File: config.mk
export PLATFORM = sky130hd
export DESIGN_NAME = msdc_ctrl
export DESIGN_NICKNAME = d
export VERILOG_FILES = /design/src/rtl/core/msdc_pkg.sv /design/src/rtl/core/msdc_ctrl.sv
export SDC_FILE = /design/constraint.sdc
export NUM_CORES = 1
export LEC_CHECK = 0
export ABC_AREA = 1
export BUFFER_PORTS_ARGS = -buffer_cell sky130_fd_sc_hd__buf_2
export CAP_MARGIN = 20
export CORE_AREA = 2 2 39 41
export CTS_CLUSTER_DIAMETER = 150
export DETAILED_ROUTE_END_ITERATION = 8
export DIE_AREA = 0 0 41 43
export HOLD_SLACK_MARGIN = 0.02
export PLACE_DENSITY = 0.61
export SLEW_MARGIN = 20
export SYNTH_ARGS = -nofsm -noshare
export SYNTH_HDL_FRONTEND = slang
export SYNTH_SLANG_ARGS = --single-unit
File: constraint.sdc
create_clock -name clk -period 2.25 [get_ports clk]
set_clock_uncertainty 0.15 [all_clocks]
set_input_delay 0.45 -clock clk [delete_from_list [all_inputs] [get_ports clk]]
set_output_delay 0.45 -clock clk [all_outputs]
set_load 0.1 [all_outputs]
File: src/rtl/core/msdc_pkg.sv
// Shared types and constants for the maximum subarray search block.
package msdc_pkg;

	localparam int SUM_OUT_W = 42;
	localparam int IDX_W = 11;

	typedef enum logic [3:0] {
		ST_LOAD,
		ST_INIT,
		ST_TOP,
		ST_LEAF,
		ST_XL,
		ST_XR,
		ST_POPR,
		ST_POPL,
		ST_EMIT
	} state_t;

	typedef enum logic [1:0] {
		PH_LEFT,
		PH_RIGHT,
		PH_CROSS
	} phase_t;

	typedef enum logic [1:0] {
		TK_LEAF,
		TK_LEFT,
		TK_RIGHT,
		TK_CROSS
	} top_kind_t;

	typedef struct packed {
		logic load;
		logic init;
		logic step;
		logic leaf;
		logic x_left;
		logic x_right;
		logic pop_r;
		logic pop_l;
		logic emit;
	} cmd_t;

	typedef struct packed {
		logic      last_beat;
		logic      frames_empty;
		top_kind_t kind;
		logic      at_lo;
		logic      at_hi;
		logic      out_free;
	} sts_t;

endpackage

File: src/rtl/core/msdc_ctrl.sv
// Sequencer for loading, the stack-driven recursive search and result hand-off.
module msdc_ctrl (
	input  logic          clk,
	input  logic          arst_n,
	input  msdc_pkg::sts_t sts,
	output msdc_pkg::cmd_t cmd
);

	msdc_pkg::state_t state_q, state_d;

	always_ff @(posedge clk or negedge arst_n) begin
		if (!arst_n) begin
			state_q <= msdc_pkg::ST_LOAD;
		end else begin
			state_q <= state_d;
		end
	end

	always_comb begin
		state_d = state_q;
		cmd = '0;
		unique case (state_q)
			msdc_pkg::ST_LOAD: begin
				cmd.load = 1'b1;
				if (sts.last_beat) begin
					state_d = msdc_pkg::ST_INIT;
				end
			end
			msdc_pkg::ST_INIT: begin
				cmd.init = 1'b1;
				state_d = msdc_pkg::ST_TOP;
			end
			msdc_pkg::ST_TOP: begin
				if (sts.frames_empty) begin
					state_d = msdc_pkg::ST_EMIT;
				end else begin
					cmd.step = 1'b1;
					unique case (sts.kind)
						msdc_pkg::TK_LEAF:  state_d = msdc_pkg::ST_LEAF;
						msdc_pkg::TK_CROSS: state_d = msdc_pkg::ST_XL;
						default:            state_d = msdc_pkg::ST_TOP;
					endcase
				end
			end
			msdc_pkg::ST_LEAF: begin
				cmd.leaf = 1'b1;
				state_d = msdc_pkg::ST_TOP;
			end
			msdc_pkg::ST_XL: begin
				cmd.x_left = 1'b1;
				if (sts.at_lo) begin
					state_d = msdc_pkg::ST_XR;
				end
			end
			msdc_pkg::ST_XR: begin
				cmd.x_right = 1'b1;
				if (sts.at_hi) begin
					state_d = msdc_pkg::ST_POPR;
				end
			end
			msdc_pkg::ST_POPR: begin
				cmd.pop_r = 1'b1;
				state_d = msdc_pkg::ST_POPL;
			end
			msdc_pkg::ST_POPL: begin
				cmd.pop_l = 1'b1;
				state_d = msdc_pkg::ST_TOP;
			end
			msdc_pkg::ST_EMIT: begin
				if (sts.out_free) begin
					cmd.emit = 1'b1;
					state_d = msdc_pkg::ST_LOAD;
				end
			end
			default: begin
				state_d = msdc_pkg::ST_LOAD;
			end
		endcase
	end

endmodule

==> metrics.md, run 1 <==
| Metric | Value |
|---|---|
| Port Buffers | `17` |
| Placed inst area | `506.7 um^2` |
| Minimum clock period | `2173 ps` |
| Core Util, Final | `38.97%` |
| Largest stage delay, worst path | `450 ps` |
| Synth Area in Adders | `0%` |
| Sequential-to-total area share from yosys stat | `29.09%` |
| Biggest regs | `state_q (4)` |
| CP startpoint | `state_q[1]` |
| Number of max-cap violations | `0` |
| Max FFs per register | `4` |
| Post-synthesis xor/xnor area fraction | `0%` |
| Number of routed nets with antenna violations | `0` |
| Crit Path Category | `reg2out` |
| Post-route cell area | `539.3 um^2` |
| Initial Utilization | `24.86%` |
| Main combinational cell family by area after synthesis | `simple AND/OR/NAND/NOR gates` |
| Core Rows | `14` |
| P&R area growth vs syn | `56.73%` |
| CTS tree | `yes` |
| Initial antenna violation count | `0` |
| Post-CTS Hold Buffers | `1` |
| Mean routed wirelength per cell | `8.708 um` |
| Met1 wire length | `375 um` |
| Most flops, register | `state_q` |
| Synth Cell Area | `344.1 um^2` |
| Gpl congestion | `0.6853` |
| ANT cells | `0` |
| First-pass DRT Iterations | `5` |
| Clock Pin Slew Worst Setup and Hold Paths | `40 ps` |
| Core box area | `1384 um^2` |
| CP most frequent cell | `nor2_2` |
| CP Capture Type | `output port` |
| Post-synthesis compound-gate area fraction | `4.364%` |
| Critical path peak fanout | `6` |
| CP bufs+invs | `2` |
| Hold Path Class | `in2reg` |
| Overall die area | `1763 um^2` |
| Flop-to-flop setup slack | `880 ps` |
| Layout cells sized above 1 | `46.25%` |
| Syn_area_per_cell | `5.832 um^2` |
| RSZ-0062 raised after global routing | `false` |
| Slowest stage cell, crit path | `dfrtp_1` |
| Post-Syn Instances | `59` |
| Fin. max-slew vios | `0` |
| Number of vias per cell | `4.156` |
| WL met2 | `368 um` |
| Synth Area in Simple Gates | `51.27%` |
| Crit share post-route | `96.57%` |
| Final number of hold-violating endpoints | `0` |
| Die extent in x | `41 um` |
| Post-CTS sizing | `0` |
| Root Driver | `clkbuf_4` |
| Run status | `finished clean` |
| FMAX | `460.2 MHz` |
| Startpoint Class | `flip-flop` |
| Gr ovfl total | `0` |
| DP HPWL | `704.7 um` |
| Syn nets | `68` |
| Worst EP arrival | `1570 ps` |
| Netlist cell types | `13` |
| Chip Height | `43 um` |
| Critical path's top delay family | `buffers and inverters` |
| Synth top area share | `29.09%` |
| Largest net degree at the start of global routing | `7` |
| Total CTS buffers | `3` |
| DR iter-0 viols | `5` |
| IO Count | `18` |
| TritonCTS Sinks | `4` |
| Synth top area cells | `dfrtp_1 29%, nand2_1 15%, inv_1 9.8%, nor2_1 9.8%, nor2_2 9.1%` |
| Met3 WL | `63 um` |
| Hold Crit Start | `sts[1]` |
| Clock Latency Late Sink | `240 ps` |
| First-pass GRT wire length | `1.428 mm` |
| Via count | `399` |
| Residual DRC count | `0` |
| Seq cells post-synth | `4` |
| NumNets Final | `91` |
| Crit-path cells | `nor2_2 -> inv_2 -> nor2_2 -> buf_2` |
| Clock Tree Buf Depth | `2` |
| Setup violators final | `0` |
| Max Used Layer | `met4` |
| WP data required | `1650 ps` |
| Area leader, netlist | `dfrtp_1` |
| Least-Margin Pin Slew | `484.2 ps` |
| Setup bufs post-CTS | `0` |
| Vias in the first global route | `370` |
| Slew margin rel. | `67.94%` |
| GRT Resource Usage Total | `12.40%` |
| FF-to-FF Start | `state_q[1]` |
| Routed WL | `836 um` |
| Proportion of synthesized area in mux cells | `0%` |
| Yosys warnings | `0` |
| H-tree depth | `1` |
[synth_stat cells]
cell type  count
nor3_1         2
nand2_2        1
inv_1          9
nor2_1         9
nor4_1         1
nand3_1        5
o21ai_1        2
nor2_2         5
dfrtp_1        4
a21oi_1        1
inv_2          5
nor2_4         1
nand2_1       14
[cells in the final DEF (no fill, tap or decap)]
master / n
nor2_4: 1
nor3_1: 1
buf_2: 15
a21oi_1: 1
buf_12: 2
inv_1: 9
inv_2: 5
nor3_2: 1
nand3_1: 5
nor4_4: 1
nand2_2: 1
nor2_1: 6
clkbuf_4: 3
o21ai_1: 2
dfrtp_1: 4
nand2_1: 14
dlygate4sd3_1: 1
nor2_2: 8
[path summary, 6_finish.rpt]
kind	endpoint	depth (start not counted)
worst max-delay path	cmd[4]	4
worst min-delay path	state_q[0]	4
worst max register to register	state_q[0]	6
worst min register to register	state_q[2]	3
max in group asynchronous	state_q[2]	2
min in group asynchronous	state_q[1]	2
[layout make-up]
type | instances | area, um^2
clock buffers | 3 | 22.52
fillers | 154 | 844.6
inverters | 14 | 52.55
multi-input cells | 41 | 219.0
flip-flops and latches | 4 | 100.1
well taps | 16 | 20.02
repair buffers | 18 | 125.1
[layer usage]
layer | global-route usage [%] | up-vias
met5 | 0 | -
met4 | 10.00 | 0
met3 | 3.141 | 4
met2 | 16.88 | 16
met1 | 15.64 | 161
li1 | - | 218
[tightest hold or removal path, cell delays in order]
cell,delay [ps]
buf_2,70
inv_1,30
nand3_1,90
nand2_1,60
[per-stage QoR]
step / instances / setup WS, ps / setup TNS, ps / hold slack, ps
after floorplan: 59 / -298.3 / -867.0 / 4.409
after global placement: 92 / 313.1 / 0 / 110.0
after detailed placement: 92 / 326.4 / 0 / 113.0
after CTS: 96 / 69.49 / 0 / 346.8
after global routing: 96 / 5.004 / 0 / 356.1
final: 96 / 77.14 / 0 / 344.7
[kinds of logic (layout without fill, tap and decap cells)]
family | after synthesis | in the layout
compound gates | 3 | 3
flops | 4 | 4
simple gates | 38 | 38
buf+inv | 14 | 35
Power of run 1 is left out: the tool's default activity adds up to more than one toggle a clock period on the data nets, which glitch-free logic cannot reach.
==> inputs of run 2 (changes only) <==
--- a/config.mk
+++ b/config.mk
@@ -12,6 +12,7 @@
 export CTS_CLUSTER_DIAMETER = 150
 export DETAILED_ROUTE_END_ITERATION = 8
 export DIE_AREA = 0 0 41 43
+export GPL_TIMING_DRIVEN = 0
 export HOLD_SLACK_MARGIN = 0.02
 export PLACE_DENSITY = 0.61
 export SLEW_MARGIN = 20
==> constraint.sdc (replaced) <==
create_clock -name clk -period 2.2 [get_ports clk]
set_clock_uncertainty 0.15 [all_clocks]
set_input_delay 0.44 -clock clk [delete_from_list [all_inputs] [get_ports clk]]
set_output_delay 0.44 -clock clk [all_outputs]
set_load 0.1 [all_outputs]
==> metrics.md, run 2 (same netlist as run 1, synthesis figures left out) <==
| Metric | Value |
|---|---|
| Run status | `finished clean` |
| Startpoint Class | `flip-flop` |
| Final number of hold-violating endpoints | `0 (unchanged)` |
| TritonCTS Sinks | `4 (unchanged)` |
| P&R area growth vs syn | `53.82%` |
| FF-to-FF Start | `state_q[1]` |
| Port Buffers | `17 (unchanged)` |
| Routed WL | `856 um (+2.4%)` |
| Core box area | `1384 um^2 (unchanged)` |
| Biggest regs | `state_q (4)` |
| Largest net degree at the start of global routing | `7 (unchanged)` |
| CP startpoint | `state_q[1]` |
| Mean routed wirelength per cell | `8.917 um (+2.4%)` |
| Initial antenna violation count | `0 (unchanged)` |
| FMAX | `477.7 MHz` |
| Max FFs per register | `4 (unchanged)` |
| Most frequent cells in the layout | `14 x nand2_1, 9 x inv_1, 9 x clkbuf_4, 9 x buf_2, 8 x nor2_2` |
| IO Count | `18 (unchanged)` |
| Largest stage delay, worst path | `450 ps (about the same)` |
| Root Driver | `clkbuf_4` |
| Setup violators final | `0 (unchanged)` |
| CP Capture Type | `output port` |
| DR iter-0 viols | `9 (+4)` |
| Number of routed nets with antenna violations | `0 (unchanged)` |
| Fin. max-slew vios | `0 (unchanged)` |
| First-pass DRT Iterations | `4 (-1)` |
| Crit Path Category | `reg2out` |
| Via count | `409 (+2.5%)` |
| NumNets Final | `91 (unchanged)` |
| Placed instance count | `92 (unchanged)` |
| Gpl congestion | `0.6997 (+2.1%)` |
| Hold Slack | `341.7 ps (-3.034 ps)` |
| Flop-to-flop setup slack | `770 ps (-110 ps)` |
| ANT cells | `0 (unchanged)` |
| Overall die area | `1763 um^2 (unchanged)` |
| Clock Pin Slew Worst Setup and Hold Paths | `30 ps (about the same)` |
| Minimum clock period | `2093 ps` |
| Met2 GRT Util | `16.88% (unchanged)` |
| Hold Path Sink | `state_q[3]` |
| Met3 Usage GRT | `4.712% (+1.6 points)` |
| R2R depth | `6 (unchanged)` |
| Top Usage Layer GRT | `met2` |
| Setup TNS | `0 ps (unchanged)` |
| Worst hold path depth | `3 (-1)` |
| Slew margin rel. | `68.07% (+0.13 points)` |
| Final Non-Filler Cells | `96 (unchanged)` |
| Critical path peak fanout | `6 (unchanged)` |
| Total CTS buffers | `3 (unchanged)` |
| DP HPWL | `702 um (-0.38%)` |
| Crit share post-route | `95.15%` |
| Clock Latency Late Sink | `240 ps (about the same)` |
| Least-Margin Pin Slew | `482.2 ps (-1.984 ps)` |
| Gr ovfl total | `0 (unchanged)` |
| Hold Crit Start | `sts[5]` |
| Most flops, register | `state_q` |
| Die extent in x | `41 um (unchanged)` |
| Reg-to-Reg End | `state_q[0]` |
| Number of max-cap violations | `0 (unchanged)` |
| GRT Resource Usage Total | `12.08% (-0.31 points)` |
| Chip Height | `43 um (unchanged)` |
| Vias in the first global route | `349 (-5.7%)` |
| Core Rows | `14 (unchanged)` |
| CTS tree | `yes` |
| Initial Utilization | `24.86% (unchanged)` |
| GR Util met1 | `13.64% (-2.0 points)` |
| Hold Path Class | `in2reg` |
| RSZ-0062 raised after global routing | `false` |
| Clock Tree Buf Depth | `2 (unchanged)` |
| H-tree depth | `1 (unchanged)` |
| Residual DRC count | `0 (unchanged)` |
| Worst EP arrival | `1500 ps (-70 ps)` |
| Layout cells sized above 1 | `46.25% (unchanged)` |
| Slowest stage cell, crit path | `dfrtp_1` |
| Crit-path cells | `nor2_2 -> inv_2 -> nor4_4 -> buf_4` |
| Commonest non-fill, non-tap cell in the layout | `nand2_1` |
| First-pass GRT wire length | `1.331 mm (-6.8%)` |
| Number of vias per cell | `4.260 (+2.5%)` |
| WP data required | `1610 ps (-40 ps)` |
-- run 2: worst max-delay path by stage --
stage               cells past startpoint  endpoint
floorplan                               4    cmd[1]
global placement                        4    cmd[0]
detailed placement                      4    cmd[0]
CTS                                     4    cmd[4]
global route                            4    cmd[0]
finish                                  4    cmd[0]
-- run 2: worst max-delay path: cells and delay by family, from the launching register on --
family | cells | cell delay, ps
buffers and inverters | 2 | 410
DFF | 1 | 450
and+or+nand+nor | 2 | 400
-- run 2: metal layers --
| layer | wire [um] | share of wire, % |
|---|---|---|
| met5 | 0 | 0 |
| met4 | 33 | 3.9 |
| met3 | 68 | 7.9 |
| met2 | 387 | 45 |
| met1 | 366 | 43 |
-- run 2: final cells by class --
cell class | count | area [um^2]
flip-flops and latches | 4 | 100.1
inverters | 14 | 52.55
fillers | 159 | 854.6
repair buffers | 18 | 115.1
multi-input cells | 41 | 219.0
clock buffers | 3 | 22.52
well taps | 16 | 20.02
-- run 2: per-stage QoR --
| stage | utilization, % | setup WS [ps] | instance area [um^2] |
|---|---|---|---|
| 3_5_place_dp | 34.45 | 216.1 | 476.7 |
| 4_1_cts | 37.16 | 25.49 | 514.2 |
| 3_3_place_gp | 34.45 | 240.5 | 476.7 |
| 6_report | 38.25 | 106.6 | 529.3 |
| 5_1_grt | 38.25 | 12.85 | 529.3 |
| 2_1_floorplan | - | -338.3 | 371.6 |
-- run 2: what timing repair did --
action | CTS | global route
hold endpoints to repair | 4 | 0
setup buffers | 0 | 0
setup endpoints to repair | 2 | 6
resized for setup | 2 | 6
hold buffers | 1 | 0
Power of run 2 is left out for the same reason.
==> inputs of run 3 (changes only) <==
--- a/config.mk
+++ b/config.mk
@@ -5,7 +5,6 @@
 export SDC_FILE = /design/constraint.sdc
 export NUM_CORES = 1
 export LEC_CHECK = 0
-export ABC_AREA = 1
 export BUFFER_PORTS_ARGS = -buffer_cell sky130_fd_sc_hd__buf_2
 export CAP_MARGIN = 20
 export CORE_AREA = 2 2 39 41
@@ -14,7 +13,7 @@
 export DIE_AREA = 0 0 41 43
 export GPL_TIMING_DRIVEN = 0
 export HOLD_SLACK_MARGIN = 0.02
-export PLACE_DENSITY = 0.61
+export PLACE_DENSITY = 0.58
 export SLEW_MARGIN = 20
 export SYNTH_ARGS = -nofsm -noshare
 export SYNTH_HDL_FRONTEND = slang
==> metrics.md, run 3 <==
| Metric | Value |
|---|---|
| FF-to-FF Start | `state_q[1]` |
| Synth top cells by count | `5 x nand2_1, 4 x dfrtp_1, 4 x inv_1, 4 x nor3_1, 4 x nor4_1` |
| Hold Crit Start | `sts[1]` |
| Crit Path Category | `reg2out` |
| RSZ-0062 raised after global routing | `true` |
| Seq cells post-synth | `4 (unchanged)` |
| Biggest regs | `state_q (4)` |
| Largest net degree at the start of global routing | `11 (+4)` |
| Least-Margin Pin Slew | `482.7 ps (+0.4742 ps)` |
| Top Usage Layer GRT | `met2` |
| DP HPWL | `699.5 um (-0.36%)` |
| Gpl congestion | `0.7976 (+14%)` |
| ANT cells | `0 (unchanged)` |
| Syn nets | `50 (-26%)` |
| IO Count | `18 (unchanged)` |
| Fin. max-slew vios | `0 (unchanged)` |
| Initial Utilization | `22.69% (-2.2 points)` |
| Crit share post-route | `96.89% (+1.7 points)` |
| Hold Path Sink | `state_q[0]` |
| Synth Cell Area | `314.1 um^2 (-8.7%)` |
| Overall die area | `1763 um^2 (unchanged)` |
| FF/Latch Area | `100.1 um^2 (unchanged)` |
| Via count | `405 (-0.98%)` |
| Mean routed wirelength per cell | `11.92 um (+34%)` |
| Synth async-reset ratio | `100.0% (unchanged)` |
| Core Rows | `14 (unchanged)` |
| Flop-to-flop setup slack | `590 ps (-180 ps)` |
| Core box area | `1384 um^2 (unchanged)` |
| Routed WL | `930 um (+8.6%)` |
| Sequential-to-total area share from yosys stat | `31.87% (+2.8 points)` |
| Post-synth EDFFs | `0 (unchanged)` |
| Synth top area share | `31.87% (+2.8 points)` |
| Root Driver | `clkbuf_4` |
| Ys flop type | `dfrtp_1` |
| Run status | `finished clean` |
| Port Buffers | `17 (unchanged)` |
| Met2 GRT Util | `19.06% (+2.2 points)` |
| Most common cell in the netlist | `nand2_1` |
| First-pass DRT Iterations | `4 (unchanged)` |
| Critical path peak fanout | `10 (+4)` |
| Residual DRC count | `0 (unchanged)` |
| GR Util met1 | `16.12% (+2.5 points)` |
| Setup violators final | `0 (unchanged)` |
| Hold Path Class | `in2reg` |
| NumNets Final | `73 (-20%)` |
| Max FFs per register | `4 (unchanged)` |
| Post-Syn Instances | `41 (-31%)` |
| Initial antenna violation count | `0 (unchanged)` |
| Number of vias per cell | `5.192 (+22%)` |
| Chip Height | `43 um (unchanged)` |
| Commonest non-fill, non-tap cell in the layout | `buf_2` |
| Netlist cell types | `21 (+8)` |
| Met3 Usage GRT | `5.236% (+0.52 points)` |
| Die extent in x | `41 um (unchanged)` |
| Area leader, netlist | `dfrtp_1` |
| Yosys warnings | `0 (unchanged)` |
| Most flops, register | `state_q` |
| Number of routed nets with antenna violations | `0 (unchanged)` |
| Layout cells sized above 1 | `58.06% (+12 points)` |
| GRT Resource Usage Total | `13.55% (+1.5 points)` |
| Final number of hold-violating endpoints | `0 (unchanged)` |
| First-pass GRT wire length | `1.566 mm (+18%)` |
| Startpoint Class | `flip-flop` |
| Syn_area_per_cell | `7.660 um^2 (+31%)` |
| Worst EP arrival | `1540 ps (+40 ps)` |
| Gr ovfl total | `0 (unchanged)` |
| FMAX | `469.2 MHz (-1.8%)` |
| Minimum clock period | `2131 ps (+38.10 ps)` |
| Most frequent cells in the layout | `9 x buf_2, 8 x clkbuf_4, 4 x nand2_1, 4 x dfrtp_1` |
| CTS tree | `yes` |
| Multi-input gate area | `286.5 um^2 (+31%)` |
| CP Capture Type | `output port` |
| Total CTS buffers | `3 (unchanged)` |
| Setup bufs post-CTS | `0 (unchanged)` |
| P&R area growth vs syn | `95.62%` |
| Slew margin rel. | `68.04% (about the same)` |
| R2R depth | `3 (-3)` |
| Setup TNS | `0 ps (unchanged)` |
| Clock Latency Late Sink | `230 ps (about the same)` |
| WP data required | `1610 ps (about the same)` |
| Clock Tree Buf Depth | `2 (unchanged)` |
| Number of max-cap violations | `0 (unchanged)` |
| Worst hold path depth | `2 (-1)` |
| Synth top area cells | `dfrtp_1 32%, nor4_1 8.0%, nor3_1 6.4%, nand2_1 6.0%, o32ai_2 5.2%` |
| Reg-to-Reg End | `state_q[0]` |
| H-tree depth | `1 (unchanged)` |
| Clock Pin Slew Worst Setup and Hold Paths | `40 ps (about the same)` |
| TritonCTS Sinks | `4 (unchanged)` |
| Vias in the first global route | `396 (+13%)` |
| DR iter-0 viols | `5 (-4)` |
| Fillers | `143 (-10%)` |
run 3: how the worst max path moves through the flow:
stage               startpoint  endpoint  slack, ps  cells past startpoint
global route        state_q[0]    cmd[6]        -20                      5
CTS                 state_q[1]    cmd[0]          2                      3
detailed placement  state_q[0]    cmd[6]        110                      5
global placement    state_q[0]    cmd[6]        120                      5
floorplan           state_q[1]    cmd[0]        -90                      2
finish              state_q[0]    cmd[6]         70                      5
run 3: area by class of cell:
cell class                      count  area share [%]
Tap cell                           16           3.259
Sequential cell                     4           16.29
Clock buffer                        3           3.666
Buffer                              4           7.128
Multi-Input combinational cell     29           46.64
Inverter                            4           2.444
Timing Repair Buffer               18           20.57
run 3: logic make-up (layout without fill, tap and decap cells):
logic type,count (synthesis),in the layout,synth area share [%]
compound gates,6,6,15.54
buf+inv,8,29,9.957
flops,4,4,31.87
simple gates,23,23,42.63
run 3: stage by stage:
stage | cells | area [um^2] | hold WS, ps | setup slack (ps) | utilization [%]
3_5_place_dp | 74 | 544.3 | 98.31 | 107.9 | 39.33
2_1_floorplan | 41 | 439.2 | -5.591 | -87.61 | -
3_3_place_gp | 74 | 544.3 | 97.04 | 120.2 | 39.33
5_1_grt | 78 | 614.3 | 291.4 | -23.46 | 44.39
6_report | 78 | 614.3 | 295.8 | 68.52 | 44.39
4_1_cts | 78 | 590.6 | 290.7 | 2.416 | 42.68
run 3: timing repair:
item,in CTS,in global routing
hold endpoints to repair,4,0
setup endpoints to repair,4,5
hold buffers,1,0
pin swaps,0,0
resized for setup,5,7
run 3: critical path: stages (launching register included):
cell and delay (ps):
dfrtp_1 400, buf_6 170, nor4_2 320, nand2_1 120, inv_1 90, buf_8 200
run 3: layer usage:
metal | routed length (um) | vias up
li1 | - | 200
met5 | 0 | -
met3 | 36 | 0
met4 | 0 | 0
met2 | 490 | 10
met1 | 404 | 195
Power of run 3 is left out for the same reason.
